[src/rtl/hrhp_pkg.sv]
// Package: shared types, constants and helper functions for the request header parser.
`timescale 1ns / 1ps
package hrhp_pkg;

  localparam int unsigned LengthWidthDefault = 32;
  localparam logic [31:0] BufferCapacityReset = 32'd4096;

  // Parse states, one-hot.
  typedef enum logic [22:0] {
    S_MSTART    = 23'd1 << 0,
    S_METHOD    = 23'd1 << 1,
    S_USTART    = 23'd1 << 2,
    S_URI       = 23'd1 << 3,
    S_H         = 23'd1 << 4,
    S_T1        = 23'd1 << 5,
    S_T2        = 23'd1 << 6,
    S_P         = 23'd1 << 7,
    S_SLASH     = 23'd1 << 8,
    S_MAJ0      = 23'd1 << 9,
    S_MAJ       = 23'd1 << 10,
    S_MIN0      = 23'd1 << 11,
    S_MIN       = 23'd1 << 12,
    S_LF1       = 23'd1 << 13,
    S_LINE      = 23'd1 << 14,
    S_LWS       = 23'd1 << 15,
    S_NAME      = 23'd1 << 16,
    S_SPV       = 23'd1 << 17,
    S_VALUE     = 23'd1 << 18,
    S_LF2       = 23'd1 << 19,
    S_LF3       = 23'd1 << 20,
    S_BODY      = 23'd1 << 21,
    S_BODY_OPEN = 23'd1 << 22
  } parse_state_e;

  typedef enum logic [3:0] {
    ST_PROGRESS = 4'd0, ST_BAD = 4'd1, ST_COMPLETE = 4'd2, ST_PARTIAL = 4'd3,
    ST_VERSION = 4'd4, ST_NO_LENGTH = 4'd5, ST_EXPECT = 4'd6, ST_CONT_BODY = 4'd7,
    ST_IGNORED = 4'd8
  } status_e;

  typedef enum logic [2:0] {
    R_SYNTAX = 3'd0, R_METHOD = 3'd1, R_URI = 3'd2, R_NAME = 3'd3, R_VALUE = 3'd4,
    R_BODY = 3'd5
  } role_e;

  typedef enum logic [2:0] {
    HK_NONE = 3'd0, HK_LEN = 3'd1, HK_TE = 3'd2, HK_EXPECT = 3'd3, HK_CONN = 3'd4
  } header_kind_e;

  // One result item.
  typedef struct packed {
    logic [3:0]  status;
    logic [2:0]  byte_role;
    logic [7:0]  byte_echo;
    logic [3:0]  method_kind;
    logic [3:0]  version_major;
    logic [3:0]  version_minor;
    logic        keep_alive;
    logic        chunked;
    logic        expect_continue;
    logic [31:0] content_length;
    logic        length_given;
    logic [31:0] body_count;
  } result_t;

  // One input item.
  typedef struct packed {
    logic [7:0] data_byte;
    logic       end_of_buffer;
    logic       start_request;
  } item_t;

  // Method name character at a position, zero past the end.
  function automatic logic [7:0] method_char(input logic [2:0] idx, input logic [2:0] pos);
    logic [55:0] s;
    logic [7:0]  c;
    unique case (idx)
      3'd0:    s = {"GET", 32'd0};
      3'd1:    s = {"DELETE", 8'd0};
      3'd2:    s = {"HEAD", 24'd0};
      3'd3:    s = {"TRACE", 16'd0};
      3'd4:    s = "OPTIONS";
      3'd5:    s = {"POST", 24'd0};
      3'd6:    s = {"PUT", 32'd0};
      default: s = {"PATCH", 16'd0};
    endcase
    c = 8'd0;
    if (pos != 3'd7) c = s[55 - 8 * pos -: 8];
    return c;
  endfunction

  function automatic logic [2:0] method_len(input logic [2:0] idx);
    logic [2:0] l;
    unique case (idx)
      3'd0: l = 3'd3; 3'd1: l = 3'd6; 3'd2: l = 3'd4; 3'd3: l = 3'd5;
      3'd4: l = 3'd7; 3'd5: l = 3'd4; 3'd6: l = 3'd3; default: l = 3'd5;
    endcase
    return l;
  endfunction

  // Header name character, lowercase.
  function automatic logic [7:0] name_char(input logic [1:0] idx, input logic [4:0] pos);
    logic [135:0] s;
    logic [4:0]   len;
    logic [7:0]   c;
    unique case (idx)
      2'd0: begin s = {"content-length", 24'd0}; len = 5'd14; end
      2'd1: begin s = "transfer-encoding"; len = 5'd17; end
      2'd2: begin s = {"expect", 88'd0}; len = 5'd6; end
      default: begin s = {"connection", 56'd0}; len = 5'd10; end
    endcase
    c = 8'd0;
    if (pos < len) c = s[135 - 8 * pos -: 8];
    return c;
  endfunction

  function automatic logic [4:0] name_len(input logic [1:0] idx);
    logic [4:0] l;
    unique case (idx)
      2'd0: l = 5'd14; 2'd1: l = 5'd17; 2'd2: l = 5'd6; default: l = 5'd10;
    endcase
    return l;
  endfunction

  function automatic logic [7:0] value_char(input logic [1:0] idx, input logic [3:0] pos);
    logic [95:0] s;
    logic [3:0]  len;
    logic [7:0]  c;
    unique case (idx)
      2'd0: begin s = {"chunked", 40'd0}; len = 4'd7; end
      2'd1: begin s = "100-continue"; len = 4'd12; end
      2'd2: begin s = {"keep-alive", 16'd0}; len = 4'd10; end
      default: begin s = {"close", 56'd0}; len = 4'd5; end
    endcase
    c = 8'd0;
    if (pos < len) c = s[95 - 8 * pos -: 8];
    return c;
  endfunction

  function automatic logic [3:0] value_len(input logic [1:0] idx);
    logic [3:0] l;
    unique case (idx)
      2'd0: l = 4'd7; 2'd1: l = 4'd12; 2'd2: l = 4'd10; default: l = 4'd5;
    endcase
    return l;
  endfunction

  function automatic logic is_ctl(input logic [7:0] c);
    return (c <= 8'd31) || (c == 8'd127);
  endfunction

  function automatic logic is_token(input logic [7:0] c);
    logic sp;
    unique case (c)
      "(", ")", "<", ">", "@", ",", ";", ":", "\\", "\"", "/", "[", "]", "?",
      "=", "{", "}", " ", 8'h09: sp = 1'b1;
      default: sp = 1'b0;
    endcase
    return !c[7] && !is_ctl(c) && !sp;
  endfunction

  function automatic logic [7:0] to_lower(input logic [7:0] c);
    return (c >= "A" && c <= "Z") ? c + 8'd32 : c;
  endfunction

  function automatic logic is_digit(input logic [7:0] c);
    return c >= "0" && c <= "9";
  endfunction

  // acc*10+d saturating at 15.
  function automatic logic [3:0] sat_digit4(input logic [3:0] acc, input logic [3:0] d);
    logic [7:0] v;
    v = {4'd0, acc} * 8'd10 + {4'd0, d};
    return (v > 8'd15) ? 4'd15 : v[3:0];
  endfunction

endpackage

[src/rtl/hrhp_if.sv]
// Interface: valid/ready channel carrying one payload item.
`timescale 1ns / 1ps
interface hrhp_if #(parameter type T = logic);
  logic valid;
  logic ready;
  T     payload;
  modport source (output valid, output payload, input ready);
  modport sink (input valid, input payload, output ready);
endinterface

[src/rtl/hrhp_core.sv]
// Core: per-byte parse state, matchers, accumulators and result logic.
`timescale 1ns / 1ps
module hrhp_core
  import hrhp_pkg::*;
#(
  parameter int unsigned LengthWidth = LengthWidthDefault
) (
  input  logic        clk_i,
  input  logic        rst_ni,
  input  logic        step_i,
  input  item_t       item_i,
  input  logic [31:0] capacity_i,
  output result_t     result_o
);

  localparam logic [LengthWidth-1:0] LenMax = '1;

  parse_state_e           state_q, state_d;
  logic [7:0]             mmatch_q, mmatch_d;
  logic [2:0]             mpos_q, mpos_d;
  logic [3:0]             nmatch_q, nmatch_d;
  logic [4:0]             npos_q, npos_d;
  logic [3:0]             vmatch_q, vmatch_d;
  logic [3:0]             vpos_q, vpos_d;
  header_kind_e           hkind_q, hkind_d;
  logic [3:0]             major_q, major_d, minor_q, minor_d;
  logic                   keep_q, keep_d, chunk_q, chunk_d, expect_q, expect_d;
  logic                   len_q, len_d, hdr_q, hdr_d, done_q, done_d;
  logic [1:0]             phase_q, phase_d;
  logic [LengthWidth-1:0] lacc_q, lacc_d, rem_q, rem_d, decl_q, decl_d;
  logic [31:0]            body_q, body_d, bufb_q, bufb_d;

  // Start-of-request view of the state.
  parse_state_e           s0;
  logic [7:0]             mm0;
  logic [2:0]             mp0;
  logic [3:0]             nm0, vm0, ma0, mi0;
  logic [4:0]             np0;
  logic [3:0]             vp0;
  header_kind_e           hk0;
  logic                   k0, c0, e0, l0, h0, d0;
  logic [1:0]             ph0;
  logic [LengthWidth-1:0] la0, rm0, dl0;
  logic [31:0]            bc0, bb;

  logic [7:0]             c;
  logic [3:0]             status;
  logic [2:0]             role;
  logic [3:0]             kind_now, kind_out;
  logic [LengthWidth+3:0] lmul;
  logic [3:0]             dig;

  // Method kind from a match vector and position.
  function automatic logic [3:0] kind_of(input logic [7:0] m, input logic [2:0] p);
    logic [3:0] k;
    k = 4'd0;
    for (int i = 7; i >= 0; i--) begin
      if (m[i] && p == method_len(3'(i))) k = 4'(i + 1);
    end
    return k;
  endfunction

  function automatic logic full4v(input logic [3:0] m, input logic [3:0] p,
                                  input logic [1:0] i);
    return m[i] && p == value_len(i);
  endfunction

  assign c   = item_i.data_byte;
  assign dig = c[3:0];

  always_comb begin
    s0 = state_q; mm0 = mmatch_q; mp0 = mpos_q; nm0 = nmatch_q; np0 = npos_q;
    vm0 = vmatch_q; vp0 = vpos_q; hk0 = hkind_q; ma0 = major_q; mi0 = minor_q;
    k0 = keep_q; c0 = chunk_q; e0 = expect_q; l0 = len_q; h0 = hdr_q; d0 = done_q;
    ph0 = phase_q; la0 = lacc_q; rm0 = rem_q; dl0 = decl_q; bc0 = body_q;
    if (item_i.start_request) begin
      s0 = S_MSTART; mm0 = 8'hFF; mp0 = '0; nm0 = 4'hF; np0 = '0; vm0 = 4'hF;
      vp0 = '0; hk0 = HK_NONE; ma0 = '0; mi0 = '0; k0 = 1'b0; c0 = 1'b0;
      e0 = 1'b0; l0 = 1'b0; h0 = 1'b0; d0 = 1'b0; ph0 = '0; la0 = '0; rm0 = '0;
      dl0 = '0; bc0 = '0;
    end
    bb = (bufb_q != 32'hFFFF_FFFF) ? bufb_q + 32'd1 : bufb_q;
  end

  // Advance the parser by one byte.
  always_comb begin
    logic [3:0] k;
    state_d = s0; mmatch_d = mm0; mpos_d = mp0; nmatch_d = nm0; npos_d = np0;
    vmatch_d = vm0; vpos_d = vp0; hkind_d = hk0; major_d = ma0; minor_d = mi0;
    keep_d = k0; chunk_d = c0; expect_d = e0; len_d = l0; hdr_d = h0; done_d = d0;
    phase_d = ph0; lacc_d = la0; rem_d = rm0; decl_d = dl0; body_d = bc0;
    status = ST_PROGRESS; role = R_SYNTAX; lmul = '0;
    k = kind_of(mm0, mp0);

    if (d0) begin
      status = ST_IGNORED;
    end else begin
      unique case (s0)
        S_MSTART, S_METHOD: begin
          if (s0 == S_METHOD && c == " ") begin
            state_d = S_USTART;
          end else if (!is_token(c)) begin
            status = ST_BAD;
          end else begin
            if (mp0 >= 3'd7) begin
              mmatch_d = '0;
            end else begin
              for (int i = 0; i < 8; i++) begin
                if (mp0 >= method_len(3'(i)) || method_char(3'(i), mp0) != c)
                  mmatch_d[i] = 1'b0;
              end
              mpos_d = mp0 + 3'd1;
            end
            role = R_METHOD; state_d = S_METHOD;
          end
        end
        S_USTART, S_URI: begin
          if (s0 == S_URI && c == " ") state_d = S_H;
          else if (is_ctl(c)) status = ST_BAD;
          else begin role = R_URI; state_d = S_URI; end
        end
        S_H:  if (c != "H") status = ST_BAD; else state_d = S_T1;
        S_T1: if (c != "T") status = ST_BAD; else state_d = S_T2;
        S_T2: if (c != "T") status = ST_BAD; else state_d = S_P;
        S_P:  if (c != "P") status = ST_BAD; else state_d = S_SLASH;
        S_SLASH: begin
          if (c != "/") status = ST_BAD;
          else begin major_d = '0; minor_d = '0; state_d = S_MAJ0; end
        end
        S_MAJ0, S_MAJ: begin
          if (s0 == S_MAJ && c == ".") state_d = S_MIN0;
          else if (!is_digit(c)) status = ST_BAD;
          else begin major_d = sat_digit4(ma0, dig); state_d = S_MAJ; end
        end
        S_MIN0, S_MIN: begin
          if (s0 == S_MIN && c == 8'h0D) state_d = S_LF1;
          else if (!is_digit(c)) status = ST_BAD;
          else begin minor_d = sat_digit4(mi0, dig); state_d = S_MIN; end
        end
        S_LF1: begin
          if (c != 8'h0A) status = ST_BAD;
          else begin
            state_d = S_LINE;
            if (ma0 > 4'd1 || (ma0 == 4'd1 && mi0 > 4'd1)) status = ST_VERSION;
            else keep_d = (ma0 == 4'd1 && mi0 > 4'd0);
          end
        end
        S_LINE, S_NAME: begin
          logic [3:0] nm;
          logic [4:0] np;
          nm = nm0; np = np0;
          if (s0 == S_LINE && c == 8'h0D) begin
            state_d = S_LF3;
          end else if (s0 == S_LINE && h0 && (c == " " || c == 8'h09)) begin
            state_d = S_LWS;
          end else if (s0 == S_NAME && c == ":") begin
            for (int i = 0; i < 4; i++)
              if (nm0[i] && np0 == name_len(2'(i))) hkind_d = header_kind_e'(3'(i + 1));
            state_d = S_SPV;
          end else if (!is_token(c)) begin
            status = ST_BAD;
          end else begin
            if (s0 == S_LINE) begin
              nm = 4'hF; np = '0; vmatch_d = 4'hF; vpos_d = '0; hkind_d = HK_NONE;
              lacc_d = '0; phase_d = '0; hdr_d = 1'b1; state_d = S_NAME;
            end
            for (int i = 0; i < 4; i++)
              if (np >= name_len(2'(i)) || name_char(2'(i), np) != to_lower(c))
                nm[i] = 1'b0;
            nmatch_d = nm;
            npos_d = (np < 5'd31) ? np + 5'd1 : np;
            role = R_NAME;
          end
        end
        S_SPV: if (c != " ") status = ST_BAD; else state_d = S_VALUE;
        S_LWS, S_VALUE: begin
          if (c == 8'h0D) begin
            state_d = S_LF2;
            if (s0 == S_VALUE) begin
              unique case (hk0)
                HK_LEN: begin decl_d = la0; rem_d = la0; len_d = 1'b1; end
                HK_TE: if (full4v(vm0, vp0, 2'd0)) chunk_d = 1'b1;
                HK_EXPECT: if (full4v(vm0, vp0, 2'd1)) expect_d = 1'b1;
                HK_CONN: begin
                  if (ma0 == 4'd1 && mi0 < 4'd1) begin
                    if (full4v(vm0, vp0, 2'd2)) keep_d = 1'b1;
                  end else if (full4v(vm0, vp0, 2'd3)) keep_d = 1'b0;
                end
                default: ;
              endcase
            end
          end else if (s0 == S_LWS && (c == " " || c == 8'h09)) begin
            state_d = S_LWS;
          end else if (is_ctl(c)) begin
            status = ST_BAD;
          end else begin
            for (int i = 0; i < 4; i++)
              if (vp0 >= value_len(2'(i)) || value_char(2'(i), vp0) != to_lower(c))
                vmatch_d[i] = 1'b0;
            if (vp0 < 4'd15) vpos_d = vp0 + 4'd1;
            if (!(ph0 == 2'd0 && c == " ")) begin
              if (ph0 <= 2'd1 && is_digit(c)) begin
                lmul = {4'd0, la0} * (LengthWidth + 4)'(10) + (LengthWidth + 4)'(dig);
                lacc_d = (lmul > {4'd0, LenMax}) ? LenMax : lmul[LengthWidth-1:0];
                phase_d = 2'd1;
              end else begin
                phase_d = 2'd2;
              end
            end
            role = R_VALUE; state_d = S_VALUE;
          end
        end
        S_LF2: if (c != 8'h0A) status = ST_BAD; else state_d = S_LINE;
        S_LF3: begin
          logic early;
          early = 1'b0;
          if (k >= 4'd1 && k <= 4'd5) begin
            if (e0 || c0 || l0) begin status = ST_BAD; early = 1'b1; end
            else rem_d = '0;
          end else if (k >= 4'd6 && ma0 == 4'd1 && mi0 > 4'd0) begin
            if (c0) begin status = l0 ? ST_BAD : ST_NO_LENGTH; early = 1'b1; end
            else if (!l0) begin status = ST_NO_LENGTH; early = 1'b1; end
            else if (e0) begin
              status = item_i.end_of_buffer ? ST_EXPECT : ST_CONT_BODY; early = 1'b1;
            end
          end
          if (!early) begin
            if (c != 8'h0A) status = ST_BAD;
            else if (k >= 4'd1 && k <= 4'd5) status = ST_COMPLETE;
            else if (!l0) begin body_d = '0; state_d = S_BODY_OPEN; end
            else if (rm0 == '0) status = ST_COMPLETE;
            else begin body_d = '0; state_d = S_BODY; end
          end
        end
        S_BODY: begin
          role = R_BODY;
          if (bc0 != 32'hFFFF_FFFF) body_d = bc0 + 32'd1;
          rem_d = rm0 - LengthWidth'(1);
          if (rem_d == '0) status = ST_COMPLETE;
        end
        S_BODY_OPEN: begin
          role = R_BODY;
          if (bc0 != 32'hFFFF_FFFF) body_d = bc0 + 32'd1;
        end
        default: status = ST_BAD;
      endcase

      // End of buffer with nothing else to report.
      if (status == ST_PROGRESS && item_i.end_of_buffer) begin
        if (state_d == S_BODY_OPEN && bb < capacity_i) begin
          decl_d = LengthWidth'(body_d); len_d = 1'b1; status = ST_COMPLETE;
        end else begin
          status = ST_PARTIAL;
        end
      end
      if (status != ST_PROGRESS && status != ST_PARTIAL) done_d = 1'b1;
    end
    bufb_d = item_i.end_of_buffer ? 32'd0 : bb;
  end

  assign kind_out = kind_of(mmatch_d, mpos_d);
  assign kind_now = kind_out;

  // Hold state; advance on each accepted item.
  always_ff @(posedge clk_i or negedge rst_ni) begin
    if (!rst_ni) begin
      state_q <= S_MSTART; mmatch_q <= 8'hFF; mpos_q <= '0; nmatch_q <= 4'hF;
      npos_q <= '0; vmatch_q <= 4'hF; vpos_q <= '0; hkind_q <= HK_NONE;
      major_q <= '0; minor_q <= '0; keep_q <= 1'b0; chunk_q <= 1'b0;
      expect_q <= 1'b0; len_q <= 1'b0; hdr_q <= 1'b0; done_q <= 1'b0;
      phase_q <= '0; lacc_q <= '0; rem_q <= '0; decl_q <= '0; body_q <= '0;
      bufb_q <= '0;
    end else if (step_i) begin
      state_q <= state_d; mmatch_q <= mmatch_d; mpos_q <= mpos_d;
      nmatch_q <= nmatch_d; npos_q <= npos_d; vmatch_q <= vmatch_d;
      vpos_q <= vpos_d; hkind_q <= hkind_d; major_q <= major_d; minor_q <= minor_d;
      keep_q <= keep_d; chunk_q <= chunk_d; expect_q <= expect_d; len_q <= len_d;
      hdr_q <= hdr_d; done_q <= done_d; phase_q <= phase_d; lacc_q <= lacc_d;
      rem_q <= rem_d; decl_q <= decl_d; body_q <= body_d; bufb_q <= bufb_d;
    end
  end

  always_comb begin
    result_o.status          = status;
    result_o.byte_role       = role;
    result_o.byte_echo       = c;
    result_o.method_kind     = kind_now;
    result_o.version_major   = major_d;
    result_o.version_minor   = minor_d;
    result_o.keep_alive      = keep_d;
    result_o.chunked         = chunk_d;
    result_o.expect_continue = expect_d;
    result_o.content_length  = 32'(decl_d);
    result_o.length_given    = len_d;
    result_o.body_count      = body_d;
  end

endmodule

[src/rtl/http_request_header_parser.sv]
// Top level: input register, parser core and output register with skid stage.
`timescale 1ns / 1ps
// HTTP request header parser. One request byte enters per cycle unless the
// input stalls, and yields one result item: the input register feeds the
// parse core, whose result goes to an output register backed by a skid
// stage, so one more item is taken while a result waits and the input stalls
// only once the skid stage is full. buffer_capacity is to be written through
// cfg_we_i/cfg_wdata_i only while the block is idle; the block does not check it.
module http_request_header_parser
  import hrhp_pkg::*;
#(
  parameter int unsigned LengthWidth = LengthWidthDefault
) (
  input  logic        clk_i,
  input  logic        rst_ni,
  input  logic        cfg_we_i,
  input  logic [31:0] cfg_wdata_i,
  hrhp_if.sink        in_i,
  hrhp_if.source      out_o
);

  logic [31:0] cap_q;
  logic        in_v_q;
  item_t       in_q;
  result_t     res;
  logic        out_v_q, skid_v_q;
  result_t     out_q, skid_q;
  logic        step;

  // Capacity register.
  always_ff @(posedge clk_i or negedge rst_ni) begin
    if (!rst_ni) cap_q <= BufferCapacityReset;
    else if (cfg_we_i) cap_q <= cfg_wdata_i;
  end

  // Core consumes the input register when the skid stage is free.
  assign step     = in_v_q && !skid_v_q;
  assign in_i.ready = !in_v_q || step;

  always_ff @(posedge clk_i or negedge rst_ni) begin
    if (!rst_ni) in_v_q <= 1'b0;
    else if (in_i.ready) in_v_q <= in_i.valid;
  end

  always_ff @(posedge clk_i) begin
    if (in_i.valid && in_i.ready) in_q <= in_i.payload;
  end

  hrhp_core #(.LengthWidth(LengthWidth)) u_core (
    .clk_i      (clk_i),
    .rst_ni     (rst_ni),
    .step_i     (step),
    .item_i     (in_q),
    .capacity_i (cap_q),
    .result_o   (res)
  );

  // Output register with skid stage.
  always_ff @(posedge clk_i or negedge rst_ni) begin
    if (!rst_ni) begin
      out_v_q  <= 1'b0;
      skid_v_q <= 1'b0;
    end else begin
      if (!out_v_q || out_o.ready) begin
        out_v_q  <= skid_v_q || step;
        skid_v_q <= 1'b0;
      end else if (step) begin
        skid_v_q <= 1'b1;
      end
    end
  end

  always_ff @(posedge clk_i) begin
    if (!out_v_q || out_o.ready) out_q <= skid_v_q ? skid_q : res;
    if (step && out_v_q && !out_o.ready) skid_q <= res;
  end

  assign out_o.valid   = out_v_q;
  assign out_o.payload = out_q;

endmodule

[src/flat_wrapper.sv]
// flat-port wrapper written by rule: the top's interface ports become plain ports
module http_request_header_parser_flat import hrhp_pkg::*;
#(
  parameter int unsigned LengthWidth = LengthWidthDefault
)
  (clk_i, rst_ni, cfg_we_i, cfg_wdata_i, in_i_valid, in_i_payload, in_i_ready, out_o_valid, out_o_payload, out_o_ready);
  hrhp_if #(.T(hrhp_pkg::item_t)) in_i_i ();
  hrhp_if #(.T(hrhp_pkg::result_t)) out_o_i ();
  input  logic clk_i;
  input  logic rst_ni;
  input  logic cfg_we_i;
  input  logic [31:0] cfg_wdata_i;
  input wire logic [$bits(in_i_i.valid)-1:0] in_i_valid;
  input wire logic [$bits(in_i_i.payload)-1:0] in_i_payload;
  output wire logic [$bits(in_i_i.ready)-1:0] in_i_ready;
  output wire logic [$bits(out_o_i.valid)-1:0] out_o_valid;
  output wire logic [$bits(out_o_i.payload)-1:0] out_o_payload;
  input wire logic [$bits(out_o_i.ready)-1:0] out_o_ready;
  assign in_i_i.valid = in_i_valid;
  assign in_i_i.payload = in_i_payload;
  assign in_i_ready = in_i_i.ready;
  assign out_o_valid = out_o_i.valid;
  assign out_o_payload = out_o_i.payload;
  assign out_o_i.ready = out_o_ready;
  http_request_header_parser #(.LengthWidth(LengthWidth)) u_core (.clk_i(clk_i), .rst_ni(rst_ni), .cfg_we_i(cfg_we_i), .cfg_wdata_i(cfg_wdata_i), .in_i(in_i_i), .out_o(out_o_i));
endmodule
[config.mk]
export PLATFORM = sky130hd
export DESIGN_NAME = http_request_header_parser_flat
export DESIGN_NICKNAME = d
export VERILOG_FILES = /design/src/rtl/hrhp_pkg.sv /design/src/rtl/hrhp_if.sv /design/src/rtl/hrhp_core.sv /design/src/rtl/http_request_header_parser.sv /design/src/flat_wrapper.sv
export SDC_FILE = /design/constraint.sdc
export NUM_CORES = 2
export LEC_CHECK = 0
export ABC_AREA = 0
export CAP_MARGIN = 15
export CORE_MARGIN = 2
export CORE_UTILIZATION = 32
export DETAILED_ROUTE_END_ITERATION = 16
export DONT_BUFFER_PORTS = 1
export GPL_ROUTABILITY_DRIVEN = 1
export PLACE_DENSITY_LB_ADDON = 0.08
export REMOVE_ABC_BUFFERS = 1
export SETUP_SLACK_MARGIN = 0.1
export SYNTH_ARGS = -nofsm -noshare
export SYNTH_HDL_FRONTEND = slang
export SYNTH_SLANG_ARGS = --single-unit
[constraint.sdc]
create_clock -name clk_i -period 14 [get_ports clk_i]
set_clock_uncertainty 0.05 [all_clocks]
set_input_delay 1.4 -clock clk_i [delete_from_list [all_inputs] [get_ports clk_i]]
set_output_delay 1.4 -clock clk_i [all_outputs]
set_load 0.01 [all_outputs]
==> reports/results.ini <==
[run_status]
status = finished with violations
violations = design-rule violations

[die]
io_pins = 144
die_w_um = 330
start_util = 0.323
fp.dieH_um = 330
num_rows = 119
core_area_sq_um = 105000
die-area_sq_um = 109000

[timing]
max_freq_ghz = 0.153
whs_ps = 437
tns_ps = 0
relSlewSlack = 0.237
min_period_ps = 6540
finalHoldViolCount = 0
maxSlewViolCount = 0
tightest_slew_ps = 1120
grt_setup_unrepaired = false
post-route-period-util = 0.467
final-setup-viol-count = 0

[logic_synthesis]
synth_common_cells = nand2_1 (617), o21ai_0 (394), nor2_1 (374), a21oi_1 (253), dfrtp_1 (247)
ys_seq_area_frac = 0.372
ys_types = 107
avgSynthCellArea_sq_um = 8.28
yosys_warnings = 0
syn_area_sq_um = 34000
yosysMostFrequentCell = nand2_1
synth-edff-count = 200
synth_top_area_frac = 0.182
ys_ff_latch = 465
synth_area_leaders = dfrtp_1 (18%), edfxtp_1 (18%), nand2_1 (6.8%)
ys.flop_type = dfrtp_1
ys_async_sr_fraction = 0.570
synth_top_area_cell = dfrtp_1
syn_inst = 4107

[placement]
hpwl_um = 89200
io_buffer_count = 0
place_inst = 5280
place.gp.congestion = 0.902

[critical_path]
worstPathRequired_ps = 14320
crit_type = reg -> reg
worstPathArrival_ps = 6860
worstPathMaxFanout = 17
start_kind = flop
end_kind = flop

[detailed_routing]
drt-vias-per-instance = 5.76
drtIter0Drc = 2913
dr.pass1.iters = 14
wirelength_um = 127000
final_antenna_net_count = 0
route.detailed.wl_per_inst_um = 23.6
dr_total_vias = 31000
post-route-drc-count = 7

[clocking]
cts_max_level = 2
post_cts_buffers = 0
cts_root_buf = clkbuf_16
clkTransAtPathRegs_ps = 60
cts_buffer_depth = 3
cts_resized = 0
hold_buffers = 0
numCtsBuffers = 60
cts_tree = yes
clk_latency_ps = 690
cts.sinks = 465

[power]
p_leak_nw = 14.4
cellPowerDensity_nw_per_um2 = 102
ir_worst_vdd_mv = 0.111

[global_routing]
globalRouteTotalUtil = 0.229
grt_max_degree = 266
antenna_found_initial = 2
grt-ovfl-total = 0
grt_pass1_vias = 29400
grt_pass1_wl_um = 193000

[layout]
final_nets = 4115
post-route-util = 0.353
final_cell_count_no_fill = 5393
final_layout_size_suffix_gt1_frac = 0.0865
antennaDiodeCount = 0
synthToLayoutAreaGrowth_pct = 9.51

[min_path]
hp-class = reg -> reg

[job]
drv_cap = 0

==> cells in the final DEF (no fill, tap or decap), drive strengths merged, types with 95 or more instances in the layout <==
cell type / n
o21ai: 424
nor2: 376
nand3: 95
nand2: 617
ha: 112
edfxtp: 200
a21oi: 255
dfrtp: 247
xnor2: 130
nor3: 122
==> registers in the layout, summed over array words and instances, names as in the netlist, 2 cells and up <==
| signal | flops |
|---|---|
| u_core.u_core.vpos_q | 4 |
| u_core.in_q | 10 |
| u_core.u_core.mmatch_q | 8 |
| u_core.u_core.hkind_q | 3 |
| u_core.u_core.npos_q | 5 |
| u_core.u_core.phase_q | 2 |
| u_core.u_core.lacc_q | 32 |
| u_core.skid_q | 95 |
| u_core.u_core.minor_q | 4 |
| u_core.cap_q | 32 |
| u_core.out_o.payload | 95 |
| u_core.u_core.major_q | 4 |
| u_core.u_core.rem_q | 32 |
| u_core.u_core.state_q | 23 |
| u_core.u_core.body_q | 32 |
| u_core.u_core.nmatch_q | 4 |
| u_core.u_core.bufb_q | 32 |
| u_core.u_core.decl_q | 32 |
| u_core.u_core.vmatch_q | 4 |
| u_core.u_core.mpos_q | 3 |
==> cells by family (layout without fill, tap and decap cells) <==
logic type / Yosys count / in the layout / share of synthesized area
flops: 465 / 465 / 0.372
xor+xnor: 178 / 178 / 0.0458
compound gates: 1178 / 1178 / 0.221
buf+inv: 370 / 265 / 0.0425
fa+ha+maj: 118 / 118 / 0.0444
simple gates: 1698 / 1698 / 0.241
mux: 100 / 100 / 0.0335
==> worst max-delay path, cell delays in order (launching register included) <==
cell,delay (ps)
dfrtp_1,460
ha_1,280
and4_1,190
nand4_1,310
nand4_1,280
or2_2,400
or3_1,400
nor2_1,250
nand3_1,190
nor3_1,360
xor2_1,220
ha_1,260
nand4_1,90
nor2_1,60
a211oi_1,220
o21ai_0,110
o221ai_1,480
and4_1,380
nand4_2,570
a21oi_1,460
o221ai_1,190
==> layout make-up <==
type,count,area [sq um]
repair buffers,69,518
multi-input cells,3272,20000
fillers,11000,68200
well taps,1391,1740
clock buffers,82,1670
flip-flops and latches,465,12700
clock inverters,31,359
inverters,83,314
==> stage by stage <==
| step | total power (W) | cell area, sq um | worst slack [ps] |
|---|---|---|---|
| 2_1_floorplan | 0.00200 | 32900 | 1730 |
| 3_5_place_dp | 0.00223 | 35200 | 7480 |
| 6_report | 0.00381 | 37300 | 7460 |
| 3_3_place_gp | 0.00223 | 35200 | 7600 |
| 5_1_grt | 0.00397 | 37300 | 7010 |
| 4_1_cts | 0.00387 | 37300 | 7400 |
==> worst paths after layout <==
| path | from | slack, ps | cells past startpoint | endpoint |
|---|---|---|---|---|
| max | u_core.u_core.bufb_q[0]$_DFFE_PN0P_ | 7460 | 20 | u_core.out_o.payload[44]$_DFFE_PN_ |
| min in group asynchronous | rst_ni | 450 | 0 | u_core.cap_q[23]$_DFFE_PN0P_ |
| min | u_core.u_core.phase_q[0]$_DFFE_PN0P_ | 440 | 2 | u_core.u_core.phase_q[0]$_DFFE_PN0P_ |
| min reg2reg | u_core.u_core.phase_q[0]$_DFFE_PN0P_ | 440 | 2 | u_core.u_core.phase_q[0]$_DFFE_PN0P_ |
| max reg2reg | u_core.u_core.bufb_q[0]$_DFFE_PN0P_ | 7460 | 20 | u_core.out_o.payload[44]$_DFFE_PN_ |
| max in group asynchronous | rst_ni | 12680 | 0 | u_core.u_core.mpos_q[0]$_DFFE_PN0P_ |
==> power breakdown <==
part	total, W	switching, W	leakage, nW	internal, W
combinational	0.000580	0.000409	7.86	0.000171
clock	0.00161	0.000680	0.977	0.000931
sequential	0.00162	0.0000810	5.58	0.00154
total	0.00381	0.00117	14.4	0.00264
==> layer usage <==
layer,wire (um),track usage,vias up
met2,56800,0.359,896
met5,0,0,-
met4,2690,0.0502,0
met1,61600,0.336,15200
li1,-,-,14800
met3,6340,0.0256,146
Power figures use the tool's default switching activity.
